File: src/rtl/core/arp_pkg.sv
// ---------------------------------------------------------------------------
// ARP cache package
// Widths, protocol constants, item/result words and controller types.
// ---------------------------------------------------------------------------
package arp_pkg;

  localparam int unsigned TABLE_ENTRIES_DEF = 16;

  localparam int unsigned IP_W    = 32;
  localparam int unsigned MAC_W   = 48;
  localparam int unsigned LEN_W   = 11;
  localparam int unsigned HTYPE_W = 16;
  localparam int unsigned ALEN_W  = 8;
  localparam int unsigned OP_W    = 16;

  localparam int unsigned CFG_IDX_W  = 1;
  localparam int unsigned CFG_DATA_W = 48;

  localparam logic [CFG_IDX_W-1:0] REG_LOCAL_IP  = 1'd0;
  localparam logic [CFG_IDX_W-1:0] REG_LOCAL_MAC = 1'd1;

  localparam logic CMD_LOOKUP = 1'b0;
  localparam logic CMD_PACKET = 1'b1;

  localparam logic [LEN_W-1:0]   MIN_ARP_LEN = 11'd28;
  localparam logic [HTYPE_W-1:0] HTYPE_ETH   = 16'h0001;
  localparam logic [HTYPE_W-1:0] PTYPE_IPV4  = 16'h0800;
  localparam logic [ALEN_W-1:0]  HLEN_ETH    = 8'd6;
  localparam logic [ALEN_W-1:0]  PLEN_IPV4   = 8'd4;
  localparam logic [OP_W-1:0]    OP_REQUEST  = 16'd1;
  localparam logic [OP_W-1:0]    OP_REPLY    = 16'd2;

  typedef struct packed {
    logic               cmd;
    logic [LEN_W-1:0]   pkt_len;
    logic [HTYPE_W-1:0] hw_type;
    logic [HTYPE_W-1:0] proto_type;
    logic [ALEN_W-1:0]  hw_addr_len;
    logic [ALEN_W-1:0]  proto_addr_len;
    logic [OP_W-1:0]    opcode;
    logic [MAC_W-1:0]   sender_mac;
    logic [IP_W-1:0]    snd_ip;
    logic [IP_W-1:0]    tgt_ip;
    logic [IP_W-1:0]    query_ip;
  } arp_item_t;

  typedef struct packed {
    logic             lookup_hit;
    logic [MAC_W-1:0] lookup_mac;
    logic             packet_accepted;
    logic             send_reply;
    logic [MAC_W-1:0] reply_dest_mac;
    logic [IP_W-1:0]  reply_dest_ip;
  } arp_result_t;

  typedef struct packed {
    logic load;
    logic scan_en;
    logic learn;
    logic res_load;
  } arp_cmd_t;

  typedef struct packed {
    logic scan_done;
    logic learn_req;
    logic out_free;
  } arp_sts_t;

  typedef enum logic [1:0] {
    ST_IDLE,
    ST_SCAN,
    ST_LEARN,
    ST_DONE
  } arp_state_t;

endpackage

File: src/rtl/core/arp_in_if.sv
// ---------------------------------------------------------------------------
// ARP item channel
// Valid/ready channel carrying one decoded lookup or ARP packet word.
// ---------------------------------------------------------------------------
interface arp_in_if;
  logic                             valid;
  logic                             ready;
  logic                             cmd;
  logic [arp_pkg::LEN_W-1:0]        pkt_len;
  logic [arp_pkg::HTYPE_W-1:0]      hw_type;
  logic [arp_pkg::HTYPE_W-1:0]      proto_type;
  logic [arp_pkg::ALEN_W-1:0]       hw_addr_len;
  logic [arp_pkg::ALEN_W-1:0]       proto_addr_len;
  logic [arp_pkg::OP_W-1:0]         opcode;
  logic [arp_pkg::MAC_W-1:0]        sender_mac;
  logic [arp_pkg::IP_W-1:0]         snd_ip;
  logic [arp_pkg::IP_W-1:0]         tgt_ip;
  logic [arp_pkg::IP_W-1:0]         query_ip;

  modport source (
    output valid, cmd, pkt_len, hw_type, proto_type, hw_addr_len, proto_addr_len,
           opcode, sender_mac, snd_ip, tgt_ip, query_ip,
    input  ready
  );

  modport sink (
    input  valid, cmd, pkt_len, hw_type, proto_type, hw_addr_len, proto_addr_len,
           opcode, sender_mac, snd_ip, tgt_ip, query_ip,
    output ready
  );
endinterface

File: src/rtl/core/arp_out_if.sv
// ---------------------------------------------------------------------------
// ARP result channel
// Valid/ready channel carrying one lookup or packet result word.
// ---------------------------------------------------------------------------
interface arp_out_if;
  logic                        valid;
  logic                        ready;
  logic                        lookup_hit;
  logic [arp_pkg::MAC_W-1:0]   lookup_mac;
  logic                        packet_accepted;
  logic                        send_reply;
  logic [arp_pkg::MAC_W-1:0]   reply_dest_mac;
  logic [arp_pkg::IP_W-1:0]    reply_dest_ip;

  modport source (
    output valid, lookup_hit, lookup_mac, packet_accepted, send_reply,
           reply_dest_mac, reply_dest_ip,
    input  ready
  );

  modport sink (
    input  valid, lookup_hit, lookup_mac, packet_accepted, send_reply,
           reply_dest_mac, reply_dest_ip,
    output ready
  );
endinterface

File: src/rtl/core/arp_cache_responder_unit.sv
// ---------------------------------------------------------------------------
// ARP cache responder
// Channels: in_if takes one word per item, cmd 0 = lookup of query_ip,
//   cmd 1 = decoded ARP packet; out_if returns exactly one result word per
//   item. cfg_we/cfg_idx/cfg_data write local_ip (0); local_mac (1) is
//   accepted but not stored here; write only while idle.
// Flow: an item is taken in idle, the table is scanned one entry per
//   cycle through the single read port of the entry store, compared on the
//   registered read word; a learned packet adds a write state, and the
//   result is registered. A hit on the key ends the scan early, for
//   lookups and packets alike.
// Items: one at a time; the next is taken once the last result is loaded.
// Reset: valid bits cleared at once, no clearing pass; local_ip = 0.
// Stall: a finished result waits in the output register; the next item is
//   taken and processed, then holds in its last state until the register
//   is free.
// ---------------------------------------------------------------------------
module arp_cache_responder_unit #(
  parameter int unsigned TABLE_ENTRIES = arp_pkg::TABLE_ENTRIES_DEF
) (
  input  logic                            clk,
  input  logic                            rst_n,
  arp_in_if.sink                          in_if,
  arp_out_if.source                       out_if,
  input  logic                            cfg_we,
  input  logic [arp_pkg::CFG_IDX_W-1:0]   cfg_idx,
  input  logic [arp_pkg::CFG_DATA_W-1:0]  cfg_data
);

  arp_pkg::arp_item_t   item;
  arp_pkg::arp_result_t result;
  arp_pkg::arp_cmd_t    cmd;
  arp_pkg::arp_sts_t    sts;
  logic                 in_rdy;
  logic                 out_vld;

  assign item.cmd            = in_if.cmd;
  assign item.pkt_len        = in_if.pkt_len;
  assign item.hw_type        = in_if.hw_type;
  assign item.proto_type     = in_if.proto_type;
  assign item.hw_addr_len    = in_if.hw_addr_len;
  assign item.proto_addr_len = in_if.proto_addr_len;
  assign item.opcode         = in_if.opcode;
  assign item.sender_mac     = in_if.sender_mac;
  assign item.snd_ip         = in_if.snd_ip;
  assign item.tgt_ip         = in_if.tgt_ip;
  assign item.query_ip       = in_if.query_ip;

  arp_ctrl u_ctrl (
    .clk      (clk),
    .rst_n    (rst_n),
    .in_valid (in_if.valid),
    .in_ready (in_rdy),
    .sts      (sts),
    .cmd      (cmd)
  );

  arp_dp #(
    .TABLE_ENTRIES (TABLE_ENTRIES)
  ) u_dp (
    .clk       (clk),
    .rst_n     (rst_n),
    .cfg_we    (cfg_we),
    .cfg_idx   (cfg_idx),
    .cfg_data  (cfg_data),
    .item      (item),
    .cmd       (cmd),
    .sts       (sts),
    .out_valid (out_vld),
    .out_ready (out_if.ready),
    .result    (result)
  );

  assign in_if.ready            = in_rdy;
  assign out_if.valid           = out_vld;
  assign out_if.lookup_hit      = result.lookup_hit;
  assign out_if.lookup_mac      = result.lookup_mac;
  assign out_if.packet_accepted = result.packet_accepted;
  assign out_if.send_reply      = result.send_reply;
  assign out_if.reply_dest_mac  = result.reply_dest_mac;
  assign out_if.reply_dest_ip   = result.reply_dest_ip;

endmodule

File: src/rtl/core/arp_dp.sv
// ---------------------------------------------------------------------------
// ARP cache datapath
// Config register, item capture, entry store with a one-entry-per-cycle
// scan, learn write, and the result output register.
// ---------------------------------------------------------------------------
module arp_dp #(
  parameter int unsigned TABLE_ENTRIES = arp_pkg::TABLE_ENTRIES_DEF
) (
  input  logic                            clk,
  input  logic                            rst_n,
  input  logic                            cfg_we,
  input  logic [arp_pkg::CFG_IDX_W-1:0]   cfg_idx,
  input  logic [arp_pkg::CFG_DATA_W-1:0]  cfg_data,
  input  arp_pkg::arp_item_t              item,
  input  arp_pkg::arp_cmd_t               cmd,
  output arp_pkg::arp_sts_t               sts,
  output logic                            out_valid,
  input  logic                            out_ready,
  output arp_pkg::arp_result_t            result
);

  localparam int unsigned IDX_W = (TABLE_ENTRIES > 1) ? $clog2(TABLE_ENTRIES) : 1;
  localparam int unsigned CNT_W = IDX_W + 1;
  localparam logic [CNT_W-1:0] LAST = CNT_W'(TABLE_ENTRIES);

  logic [arp_pkg::IP_W-1:0]  local_ip_r;

  logic                      cmd_r;
  logic                      pkt_ok_r;
  logic                      reply_r;
  logic [arp_pkg::IP_W-1:0]  key_ip_r;
  logic [arp_pkg::MAC_W-1:0] key_mac_r;

  logic [CNT_W-1:0]          iss_r;
  logic                      s1_vld_r;
  logic [IDX_W-1:0]          s1_idx_r;
  logic [arp_pkg::IP_W-1:0]  rd_ip_r;
  logic [arp_pkg::MAC_W-1:0] rd_mac_r;

  logic                      hit_r;
  logic [IDX_W-1:0]          hit_idx_r;
  logic [arp_pkg::MAC_W-1:0] hit_mac_r;
  logic                      free_vld_r;
  logic [IDX_W-1:0]          free_idx_r;

  logic                      valid_r [TABLE_ENTRIES];
  logic [arp_pkg::IP_W-1:0]  mem_ip  [TABLE_ENTRIES];
  logic [arp_pkg::MAC_W-1:0] mem_mac [TABLE_ENTRIES];

  logic                      out_valid_r;
  arp_pkg::arp_result_t      res_r;
  arp_pkg::arp_result_t      res_nxt;

  logic                      pkt_ok_in;
  logic                      reply_in;
  logic                      hit_now;
  logic                      free_now;
  logic                      issue;
  logic [IDX_W-1:0]          wr_idx;

  // config; only local_ip is stored, a local_mac write is not kept here
  always_ff @(posedge clk) begin
    if (!rst_n) begin
      local_ip_r <= '0;
    end else if (cfg_we) begin
      case (cfg_idx)
        arp_pkg::REG_LOCAL_IP:  local_ip_r <= cfg_data[arp_pkg::IP_W-1:0];
        arp_pkg::REG_LOCAL_MAC: ;
        default: ;
      endcase
    end
  end

  assign pkt_ok_in = (item.pkt_len >= arp_pkg::MIN_ARP_LEN) &&
                     (item.hw_type == arp_pkg::HTYPE_ETH) &&
                     (item.proto_type == arp_pkg::PTYPE_IPV4) &&
                     (item.hw_addr_len == arp_pkg::HLEN_ETH) &&
                     (item.proto_addr_len == arp_pkg::PLEN_IPV4);
  assign reply_in  = (item.opcode == arp_pkg::OP_REQUEST) && (item.tgt_ip == local_ip_r);

  always_ff @(posedge clk) begin
    if (cmd.load) begin
      cmd_r     <= item.cmd;
      pkt_ok_r  <= pkt_ok_in;
      reply_r   <= reply_in;
      key_ip_r  <= (item.cmd == arp_pkg::CMD_LOOKUP) ? item.query_ip : item.snd_ip;
      key_mac_r <= item.sender_mac;
    end
  end

  // scan: read issued at iss_r, compared on the registered read word
  assign hit_now  = s1_vld_r && !hit_r && valid_r[s1_idx_r] && (rd_ip_r == key_ip_r);
  assign free_now = s1_vld_r && !free_vld_r && !valid_r[s1_idx_r];
  assign issue    = cmd.scan_en && !hit_r && !hit_now && (iss_r != LAST);
  assign wr_idx   = hit_r ? hit_idx_r : (free_vld_r ? free_idx_r : '0);

  always_ff @(posedge clk) begin
    if (!rst_n) begin
      iss_r      <= '0;
      s1_vld_r   <= 1'b0;
      hit_r      <= 1'b0;
      free_vld_r <= 1'b0;
    end else if (cmd.load) begin
      iss_r      <= '0;
      s1_vld_r   <= 1'b0;
      hit_r      <= 1'b0;
      free_vld_r <= 1'b0;
    end else begin
      s1_vld_r <= issue;
      if (issue) begin
        iss_r <= iss_r + 1'b1;
      end
      if (hit_now) begin
        hit_r <= 1'b1;
      end
      if (free_now) begin
        free_vld_r <= 1'b1;
      end
    end
  end

  always_ff @(posedge clk) begin
    if (issue) begin
      s1_idx_r <= iss_r[IDX_W-1:0];
    end
    if (hit_now) begin
      hit_idx_r <= s1_idx_r;
      hit_mac_r <= rd_mac_r;
    end
    if (free_now) begin
      free_idx_r <= s1_idx_r;
    end
  end

  // entry store
  always_ff @(posedge clk) begin
    if (cmd.learn) begin
      mem_ip[wr_idx]  <= key_ip_r;
      mem_mac[wr_idx] <= key_mac_r;
    end
    if (issue) begin
      rd_ip_r  <= mem_ip[iss_r[IDX_W-1:0]];
      rd_mac_r <= mem_mac[iss_r[IDX_W-1:0]];
    end
  end

  always_ff @(posedge clk) begin
    if (!rst_n) begin
      for (int i = 0; i < TABLE_ENTRIES; i++) begin
        valid_r[i] <= 1'b0;
      end
    end else if (cmd.learn) begin
      valid_r[wr_idx] <= 1'b1;
    end
  end

  // result word
  always_comb begin
    res_nxt = '0;
    if (cmd_r == arp_pkg::CMD_LOOKUP) begin
      res_nxt.lookup_hit = hit_r;
      res_nxt.lookup_mac = hit_r ? hit_mac_r : '0;
    end else if (pkt_ok_r) begin
      res_nxt.packet_accepted = 1'b1;
      res_nxt.send_reply      = reply_r;
      res_nxt.reply_dest_mac  = reply_r ? key_mac_r : '0;
      res_nxt.reply_dest_ip   = reply_r ? key_ip_r : '0;
    end
  end

  always_ff @(posedge clk) begin
    if (!rst_n) begin
      out_valid_r <= 1'b0;
    end else if (cmd.res_load) begin
      out_valid_r <= 1'b1;
    end else if (out_ready) begin
      out_valid_r <= 1'b0;
    end
  end

  always_ff @(posedge clk) begin
    if (cmd.res_load) begin
      res_r <= res_nxt;
    end
  end

  assign sts.scan_done = hit_r || ((iss_r == LAST) && !s1_vld_r);
  assign sts.learn_req = (cmd_r == arp_pkg::CMD_PACKET) && pkt_ok_r;
  assign sts.out_free  = !out_valid_r || out_ready;

  assign out_valid = out_valid_r;
  assign result    = res_r;

endmodule

File: src/rtl/core/arp_ctrl.sv
// ---------------------------------------------------------------------------
// ARP cache controller
// Sequences capture, table scan, learn write and result hand-off.
// ---------------------------------------------------------------------------
module arp_ctrl (
  input  logic              clk,
  input  logic              rst_n,
  input  logic              in_valid,
  output logic              in_ready,
  input  arp_pkg::arp_sts_t sts,
  output arp_pkg::arp_cmd_t cmd
);

  arp_pkg::arp_state_t state_r;
  arp_pkg::arp_state_t state_nxt;

  always_ff @(posedge clk) begin
    if (!rst_n) begin
      state_r <= arp_pkg::ST_IDLE;
    end else begin
      state_r <= state_nxt;
    end
  end

  always_comb begin
    state_nxt = state_r;
    case (state_r)
      arp_pkg::ST_IDLE: begin
        if (in_valid) state_nxt = arp_pkg::ST_SCAN;
      end
      arp_pkg::ST_SCAN: begin
        if (sts.scan_done) state_nxt = sts.learn_req ? arp_pkg::ST_LEARN : arp_pkg::ST_DONE;
      end
      arp_pkg::ST_LEARN: begin
        state_nxt = arp_pkg::ST_DONE;
      end
      arp_pkg::ST_DONE: begin
        if (sts.out_free) state_nxt = arp_pkg::ST_IDLE;
      end
      default: begin
        state_nxt = arp_pkg::ST_IDLE;
      end
    endcase
  end

  always_comb begin
    in_ready     = 1'b0;
    cmd          = '0;
    case (state_r)
      arp_pkg::ST_IDLE: begin
        in_ready = 1'b1;
        cmd.load = in_valid;
      end
      arp_pkg::ST_SCAN: begin
        cmd.scan_en = 1'b1;
      end
      arp_pkg::ST_LEARN: begin
        cmd.learn = 1'b1;
      end
      arp_pkg::ST_DONE: begin
        cmd.res_load = sts.out_free;
      end
      default: ;
    endcase
  end

endmodule

File: src/flat_wrapper.sv
// flat-port wrapper written by rule: the top's interface ports become plain ports
module arp_cache_responder_unit_flat 
#(
  parameter int unsigned TABLE_ENTRIES = arp_pkg::TABLE_ENTRIES_DEF
)
  (clk, rst_n, cfg_we, cfg_idx, cfg_data, in_if_valid, in_if_cmd, in_if_pkt_len, in_if_hw_type, in_if_proto_type, in_if_hw_addr_len, in_if_proto_addr_len, in_if_opcode, in_if_sender_mac, in_if_snd_ip, in_if_tgt_ip, in_if_query_ip, in_if_ready, out_if_valid, out_if_lookup_hit, out_if_lookup_mac, out_if_packet_accepted, out_if_send_reply, out_if_reply_dest_mac, out_if_reply_dest_ip, out_if_ready);
  arp_in_if in_if_i ();
  arp_out_if out_if_i ();
  input  logic clk;
  input  logic rst_n;
  input  logic cfg_we;
  input  logic [arp_pkg::CFG_IDX_W-1:0] cfg_idx;
  input  logic [arp_pkg::CFG_DATA_W-1:0] cfg_data;
  input wire logic [$bits(in_if_i.valid)-1:0] in_if_valid;
  input wire logic [$bits(in_if_i.cmd)-1:0] in_if_cmd;
  input wire logic [$bits(in_if_i.pkt_len)-1:0] in_if_pkt_len;
  input wire logic [$bits(in_if_i.hw_type)-1:0] in_if_hw_type;
  input wire logic [$bits(in_if_i.proto_type)-1:0] in_if_proto_type;
  input wire logic [$bits(in_if_i.hw_addr_len)-1:0] in_if_hw_addr_len;
  input wire logic [$bits(in_if_i.proto_addr_len)-1:0] in_if_proto_addr_len;
  input wire logic [$bits(in_if_i.opcode)-1:0] in_if_opcode;
  input wire logic [$bits(in_if_i.sender_mac)-1:0] in_if_sender_mac;
  input wire logic [$bits(in_if_i.snd_ip)-1:0] in_if_snd_ip;
  input wire logic [$bits(in_if_i.tgt_ip)-1:0] in_if_tgt_ip;
  input wire logic [$bits(in_if_i.query_ip)-1:0] in_if_query_ip;
  output wire logic [$bits(in_if_i.ready)-1:0] in_if_ready;
  output wire logic [$bits(out_if_i.valid)-1:0] out_if_valid;
  output wire logic [$bits(out_if_i.lookup_hit)-1:0] out_if_lookup_hit;
  output wire logic [$bits(out_if_i.lookup_mac)-1:0] out_if_lookup_mac;
  output wire logic [$bits(out_if_i.packet_accepted)-1:0] out_if_packet_accepted;
  output wire logic [$bits(out_if_i.send_reply)-1:0] out_if_send_reply;
  output wire logic [$bits(out_if_i.reply_dest_mac)-1:0] out_if_reply_dest_mac;
  output wire logic [$bits(out_if_i.reply_dest_ip)-1:0] out_if_reply_dest_ip;
  input wire logic [$bits(out_if_i.ready)-1:0] out_if_ready;
  assign in_if_i.valid = in_if_valid;
  assign in_if_i.cmd = in_if_cmd;
  assign in_if_i.pkt_len = in_if_pkt_len;
  assign in_if_i.hw_type = in_if_hw_type;
  assign in_if_i.proto_type = in_if_proto_type;
  assign in_if_i.hw_addr_len = in_if_hw_addr_len;
  assign in_if_i.proto_addr_len = in_if_proto_addr_len;
  assign in_if_i.opcode = in_if_opcode;
  assign in_if_i.sender_mac = in_if_sender_mac;
  assign in_if_i.snd_ip = in_if_snd_ip;
  assign in_if_i.tgt_ip = in_if_tgt_ip;
  assign in_if_i.query_ip = in_if_query_ip;
  assign in_if_ready = in_if_i.ready;
  assign out_if_valid = out_if_i.valid;
  assign out_if_lookup_hit = out_if_i.lookup_hit;
  assign out_if_lookup_mac = out_if_i.lookup_mac;
  assign out_if_packet_accepted = out_if_i.packet_accepted;
  assign out_if_send_reply = out_if_i.send_reply;
  assign out_if_reply_dest_mac = out_if_i.reply_dest_mac;
  assign out_if_reply_dest_ip = out_if_i.reply_dest_ip;
  assign out_if_i.ready = out_if_ready;
  arp_cache_responder_unit #(.TABLE_ENTRIES(TABLE_ENTRIES)) u_core (.clk(clk), .rst_n(rst_n), .in_if(in_if_i), .out_if(out_if_i), .cfg_we(cfg_we), .cfg_idx(cfg_idx), .cfg_data(cfg_data));
endmodule
File: config.mk
export PLATFORM = sky130hd
export DESIGN_NAME = arp_cache_responder_unit_flat
export DESIGN_NICKNAME = d
export VERILOG_FILES = /design/src/rtl/core/arp_pkg.sv /design/src/rtl/core/arp_in_if.sv /design/src/rtl/core/arp_out_if.sv /design/src/rtl/core/arp_cache_responder_unit.sv /design/src/rtl/core/arp_dp.sv /design/src/rtl/core/arp_ctrl.sv /design/src/flat_wrapper.sv
export SDC_FILE = /design/constraint.sdc
export NUM_CORES = 2
export LEC_CHECK = 0
export ABC_AREA = 1
export BUFFER_PORTS_ARGS = -buffer_cell sky130_fd_sc_hd__buf_4
export CAP_MARGIN = 10
export CORE_ASPECT_RATIO = 0.6
export CORE_MARGIN = 1
export CORE_UTILIZATION = 35
export CTS_BUF_LIST = sky130_fd_sc_hd__clkbuf_4 sky130_fd_sc_hd__clkbuf_8
export CTS_CLUSTER_SIZE = 30
export DETAILED_ROUTE_END_ITERATION = 10
export PLACE_DENSITY_LB_ADDON = 0.25
export REMOVE_ABC_BUFFERS = 1
export SETUP_SLACK_MARGIN = 0.15
export SKIP_CTS_REPAIR_TIMING = 1
export SLEW_MARGIN = 25
export SYNTH_ARGS = -nofsm -noshare
export SYNTH_HDL_FRONTEND = slang
export SYNTH_SLANG_ARGS = --single-unit
File: constraint.sdc
create_clock -name clk -period 9.5 [get_ports clk]
set_input_delay 1.9 -clock clk [delete_from_list [all_inputs] [get_ports clk]]
set_output_delay 1.9 -clock clk [all_outputs]
set_load 0.01 [all_outputs]
**After elaboration in Yosys (flattened, before gate mapping)**

Memories as Yosys holds them, arrays and structs flattened. A register that Yosys moved wholly into a read port is not among the register bits.
Cells that the tools add are included.

- Register bits after elaboration: 317
- Memory bits (writable): 1,296
- Logic and storage cells: 104
- Memories kept: 3

Memories:

| memory | words | bits a word | read ports | clocked after Yosys merged registers in | wr ports | line | source |
|---|---|---|---|---|---|---|---|
| u_core.u_dp.mem_mac | 16 | 48 | 1 | 1 | 1 | arp_dp.sv:48 | `logic [arp_pkg::MAC_W-1:0] mem_mac [TABLE_ENTRIES];` |
| u_core.u_dp.mem_ip | 16 | 32 | 1 | 1 | 1 | arp_dp.sv:47 | `logic [arp_pkg::IP_W-1:0] mem_ip [TABLE_ENTRIES];` |
| u_core.u_dp.valid_r | 16 | 1 | 1 | 1 | 16 | arp_dp.sv:46 | `logic valid_r [TABLE_ENTRIES];` |

- Add/sub/neg operators: 1
- Order comparisons: 1
- Equal/unequal tests: 15
- Mux-type cells: 27
- Bitwise gates (word level): 3
- Reductions and logical operators: 32

Operator list:

| kind | number |
|---|---|
| $mux 82 | 1 |
| $eq 32x32->1 | 2 |
| $mux 32 | 2 |
| $mux 48 | 1 |
| $eq 16x1->1 const B | 2 |
| $eq 16x12->1 const B | 1 |
| $eq 8x3->1 const B | 2 |
| $mux 4 | 4 |
| $logic_and 1x1->1 | 15 |
| $mux 1 | 15 |
| $ge 11x5->1 const B | 1 |
| $pmux 2 s4 | 1 |
| $logic_not 1->1 | 6 |
| $mux 2 | 3 |
| $reduce_and 3->1 | 2 |
| $add 5x1->5 const B | 1 |
| $eq 5x5->1 const B | 1 |
| $ne 5x5->1 const B | 1 |
| $eq 2x2->1 const B | 2 |
| $ne 2x2->1 const B | 2 |
| $reduce_and 2->1 | 2 |
| $reduce_or 2->1 | 2 |
| $not 1->1 | 3 |
| $eq 2x1->1 const B | 1 |
| 5 further kinds | 6 |

**Logic depth before layout (Yosys ltp)**

- Depth in word-level cells: 8
- Mapped depth: 13
- Gate-level depth less buffers: 13

**Hierarchy**

Synthesis repeated with hierarchy kept, for this count alone.

- Cells, all modules: 4,837
- Area, all modules: 64,974.8 sq um

By module, submodules not included:

| module | times used | cells an instance | area each (sq um) | seq. area each (sq um) |
|---|---|---|---|---|
| arp_dp | 1 | 4,802 | 64,735.8 | 50,288.2 |
| arp_ctrl | 1 | 35 | 239.0 | 40.0 |

**Worst setup path before layout**

OpenSTA, ideal clock, no wires.

- Path kind: in2reg
- Start point: input port out_if_ready
- End point: register u_core.u_dp.res_r, in the netlist u_core.u_dp.result[0] (enable)
- Setup time: 664 ps
- Arrival: 8,212 ps
- Setup slack: 624 ps
- Cell stages on the path: 2
- Buffers on the path: 0
- Path through: inv_1 > a21oi_1

RTL lines:

| item | line | source |
|---|---|---|
| from (decl) | flat_wrapper.sv:34 | `input wire logic [$bits(out_if_i.ready)-1:0] out_if_ready;` |
| to (signal assigned) | arp_dp.sv:183 | `res_r <= res_nxt;` |
| to (decl) | arp_dp.sv:51 | `arp_pkg::arp_result_t res_r;` |

**Worst setup path after layout**

- Start point: register u_core.u_dp.iss_r[1]
- End point: register u_core.u_dp.rd_mac_r[22] in the netlist's numbering (read register of u_core.u_dp.mem_mac) (enable)

- Word-level cells in the longest chain between the ends: 2

Ends and longest elaborated chain:

| item | line | source |
|---|---|---|
| from (decl) | arp_dp.sv:34 | `logic [CNT_W-1:0] iss_r;` |
| from (signal assigned) | arp_dp.sv:111 | `iss_r <= iss_r + 1'b1;` |
| $ne 5x5->1 | arp_dp.sv:94 | `assign issue = cmd.scan_en && !hit_r && !hit_now && (iss_r != LAST);` |
| $logic_and 1x1->1 | arp_dp.sv:94 |  |
| named net u_core.u_dp.issue | arp_dp.sv:58 | `logic issue;` |
| to (decl) | arp_dp.sv:38 | `logic [arp_pkg::MAC_W-1:0] rd_mac_r;` |

The timed path passes the listed nets, and every way through them passes these cells.
A chain may end at the register's enable or synchronous reset.

==> results.toml <==
[run_status]
outcome = "finished with violations"
violations = "DRC"

[sta]
finalHoldViolCount = 0
setup_slack_ps = 4800
fin_worst_skew_ps = 56.9
holdWs_ps = 403
setup_viol = 0
fin_crit_sh_pct = 49.5
tightestPinTransition_ps = 1090
finalMaxSlewViolations = 0
max_slew_margin_pct = 27.6
fmax_ghz = 0.213
finalCriticalPeriod_ps = 4700
grt_setup_unrepaired = "false"

[die]
ios = 407
core_area_sq_um = 184000
die_w_microns = 558
fp.dieH_microns = 336
start_util_pct = 35.3
die_area_sq_um = 188000
row_count = 122

[grt]
grt.total_usage_pct = 18.7
grt_start_max_net_pins = 212
overflow = 0
grt_pass1_vias = 38700
grt_pass1_wl_microns = 260000
grt_antenna_before_repair = 5

[route]
finalWirelength_microns = 179000
drtPass1Iterations = 8
wl_per_cell_microns = 22.7
vias_per_cell = 5.10
antenna_left = 0
drt_iter0_drc = 3971
vias = 40200
drt_drc_violations_left = 1

[synth]
synth_xor_area_share_pct = 0.350
synth_edf_count = 1634
async_flop_share_pct = 0
avgSynthCellArea_sq_um = 13.7
synthSimpleGateAreaFrac_pct = 8.87
ys.flop_type = "edfxtp_1"
ys_seq_elements = 1697
ys_seq_area_share_pct = 77.4
ys.warnings.count = 0
syn_inst = 4763
synth-compound-area-share_pct = 9.53
synthMuxAreaShare_pct = 0.554
yosysUniqueCellTypes = 42
synth_fa_ha_area_share_pct = 0.115
netlist_area_sq_um = 65000
synth_top_family_by_area = "compound AO/OA/AOI/OAI gates"

[placed_design]
dp_slack_ps = 4840
place_hpwl_microns = 90600
dpl.cell_count = 7412
port_buffers = 388
gp_congestion = 0.830

[clock_tree]
clkLatencyLatePin_ps = 910
path_clk_slew_ps = 60
numCtsBuffers = 272
clk_path_buf_depth = 4
cts_max_level = 5
clock_sinks = 1697
cts_root_buffer = "clkbuf_8"
cts_tree = "done"

[worst_setup_path]
cp_data_required_time_ps = 9970
critPathKind = "reg2reg"
reg2reg_to = "u_core.u_dp.rd_mac_r[22]"
cp.arrival_ps = 5170
critPathMaxFanout = 116
timing.rr.start = "u_core.u_dp.iss_r[1]"
startpoint_type = "flip-flop"
end_kind = "flip-flop"
worstRegToRegCells = 6
reg2reg_slack_ps = 4800

[finish]
syn2layout_area_growth_pct = 16.3
layoutNonFillerInstCount = 7873
utilization_pct = 41.0
drive_above_1_share_pct = 17.5
fin_nets = 5487

[pwr]
peakVddDrop_mv = 0.163
powerDensity_nw_per_um2 = 245
total_power_mw = 18.6
leakage_nw = 25.8

[min_path]
min_path_type = "reg2reg"
hp-start = "u_core.u_dp.rd_mac_r[2]"
whs_path_depth = 0
min_to = "u_core.u_dp.hit_mac_r[2]"

[job]
drv_cap = 0
## worst max-delay path by stage
stage                                           to            startpoint  slack (ps)
after global routing      u_core.u_dp.rd_mac_r[22]  u_core.u_dp.iss_r[1]        4650
after CTS                 u_core.u_dp.rd_mac_r[22]  u_core.u_dp.iss_r[1]        4820
after global placement    u_core.u_dp.rd_mac_r[22]  u_core.u_dp.iss_r[1]        4860
after floorplan             u_core.u_dp.rd_ip_r[0]  u_core.u_dp.iss_r[0]      -13190
final                     u_core.u_dp.rd_mac_r[22]  u_core.u_dp.iss_r[1]        4800
after detailed placement  u_core.u_dp.rd_mac_r[22]  u_core.u_dp.iss_r[1]        4840
## logic make-up (layout without fill, tap and decap cells)
logic type      after synthesis  after routing
flops                      1697           1697
simple gates               1432           1432
compound gates             1065           1065
buf+inv                     505           1134
mux                          32             32
xor+xnor                     26             26
fa+ha+maj                     6              6
other cells                   0              1
## synth_stat cells, types with 2 or more instances
library cell,count,area (sq um)
o221ai_1,126,1100
buf_2,86,430
mux2_1,30,338
buf_4,6,45.0
nand3_1,152,761
clkinv_1,3,11.3
clkbuf_1,178,668
xnor2_1,18,158
inv_1,209,785
o21ai_2,5,43.8
o22ai_1,198,1240
inv_2,7,26.3
a22oi_1,2,15.0
nand2_2,5,31.3
a221oi_1,3,26.3
ha_1,6,75.1
nor2_2,3,18.8
nor4_1,22,138
nand4_1,20,125
buf_1,10,37.5
or2_2,7,43.8
nand3_2,4,40.0
mux2_2,2,22.5
o21ai_1,37,185
nor2_1,927,3480
xor2_1,8,70.1
o21ai_0,644,3220
edfxtp_1,1634,49100
buf_6,5,56.3
o211ai_1,34,255
dfxtp_1,63,1260
nor3_1,9,45.0
a21oi_1,11,55.1
nand2_1,280,1050
a22oi_2,2,25.0
## worst max-delay path: stages, from the launching register on
cell and delay, ps:
dfxtp_4 1000, inv_8 490, ha_1 360, nand4_1 180, nand3_2 380, inv_4 810, buf_4 890
## through the flow
stage          area, sq um  setup TNS, ps
2_1_floorplan        63800       -2109990
3_3_place_gp         70500              0
3_5_place_dp         70600              0
4_1_cts              75600              0
5_1_grt              75600              0
6_report             75600              0
## per-layer routing
layer,GRT usage [%],part of all wire (%),vias to the layer above
met3,3.17,7.3,267
met2,29.3,45,1622
li1,-,-,18400
met5,0,0,-
met1,27.1,45,19900
met4,4.61,2.0,0
## registers in the layout, indices dropped and copies added (netlist names), named ones only
register and flops:
u_core.u_dp.mem_ip 512, u_core.u_dp.result 131, u_core.u_dp.key_ip_r 32, u_core.u_dp.pkt_ok_r 1, u_core.u_dp.iss_r 5, u_core.u_dp.key_mac_r 48
u_core.u_dp.mem_mac 768, u_core.u_dp.out_valid 1, u_core.u_dp.s1_vld_r 1, u_core.u_dp.rd_ip_r 32, u_core.u_dp.rd_mac_r 48, u_core.u_dp.reply_r 1
u_core.u_dp.hit_r 1, u_core.u_dp.local_ip_r 32, u_core.u_dp.hit_mac_r 48, u_core.u_dp.free_vld_r 1, u_core.u_dp.valid_r 16, u_core.u_ctrl.state_r 2
u_core.u_dp.free_idx_r 4, u_core.u_dp.cmd_r 1, u_core.u_dp.hit_idx_r 4, u_core.u_dp.s1_idx_r 4
## cell usage in the layout, fill, tap and decap left out, types with 3 or more instances in the layout
cell type      n
o211ai_1      34
buf_4        447
edfxtp_1    1634
o221ai_1     126
clkinvlp_4    10
nand2_1      279
nand4_1       20
o21ai_0      644
clkinv_2      31
clkbuf_8     276
a221oi_1       3
inv_6         11
o22ai_1      198
nand3_1      152
xnor2_1       18
nor3_1         6
or2_2          7
nor2_4        15
nor2_2         3
nor4_1        22
inv_2          8
nor2_1       912
ha_1           6
clkbuf_4      89
inv_1        204
clkinv_1      40
a21oi_1       10
nand3_2        4
mux2_1        30
o21ai_1       37
nand2_2        5
dfxtp_4        3
inv_8          4
o21ai_2        5
buf_12         6
nor3_2         3
xor2_1         8
dfxtp_1       60
## power breakdown
group	internal [mW]	switching (mW)
clock network	3.12	2.93
logic	0.859	1.98
registers	9.11	0.554
total	13.1	5.46
## layout make-up
class,count,area (sq um)
diodes,1,2.50
clock buffers,365,4470
clock inverters,94,562
fillers,17300,109000
inverters,220,865
multi-input cells,2561,12800
flip-flops and latches,1697,50300
well taps,2480,3100
repair buffers,455,3510
Power figures use the tool's default switching activity.
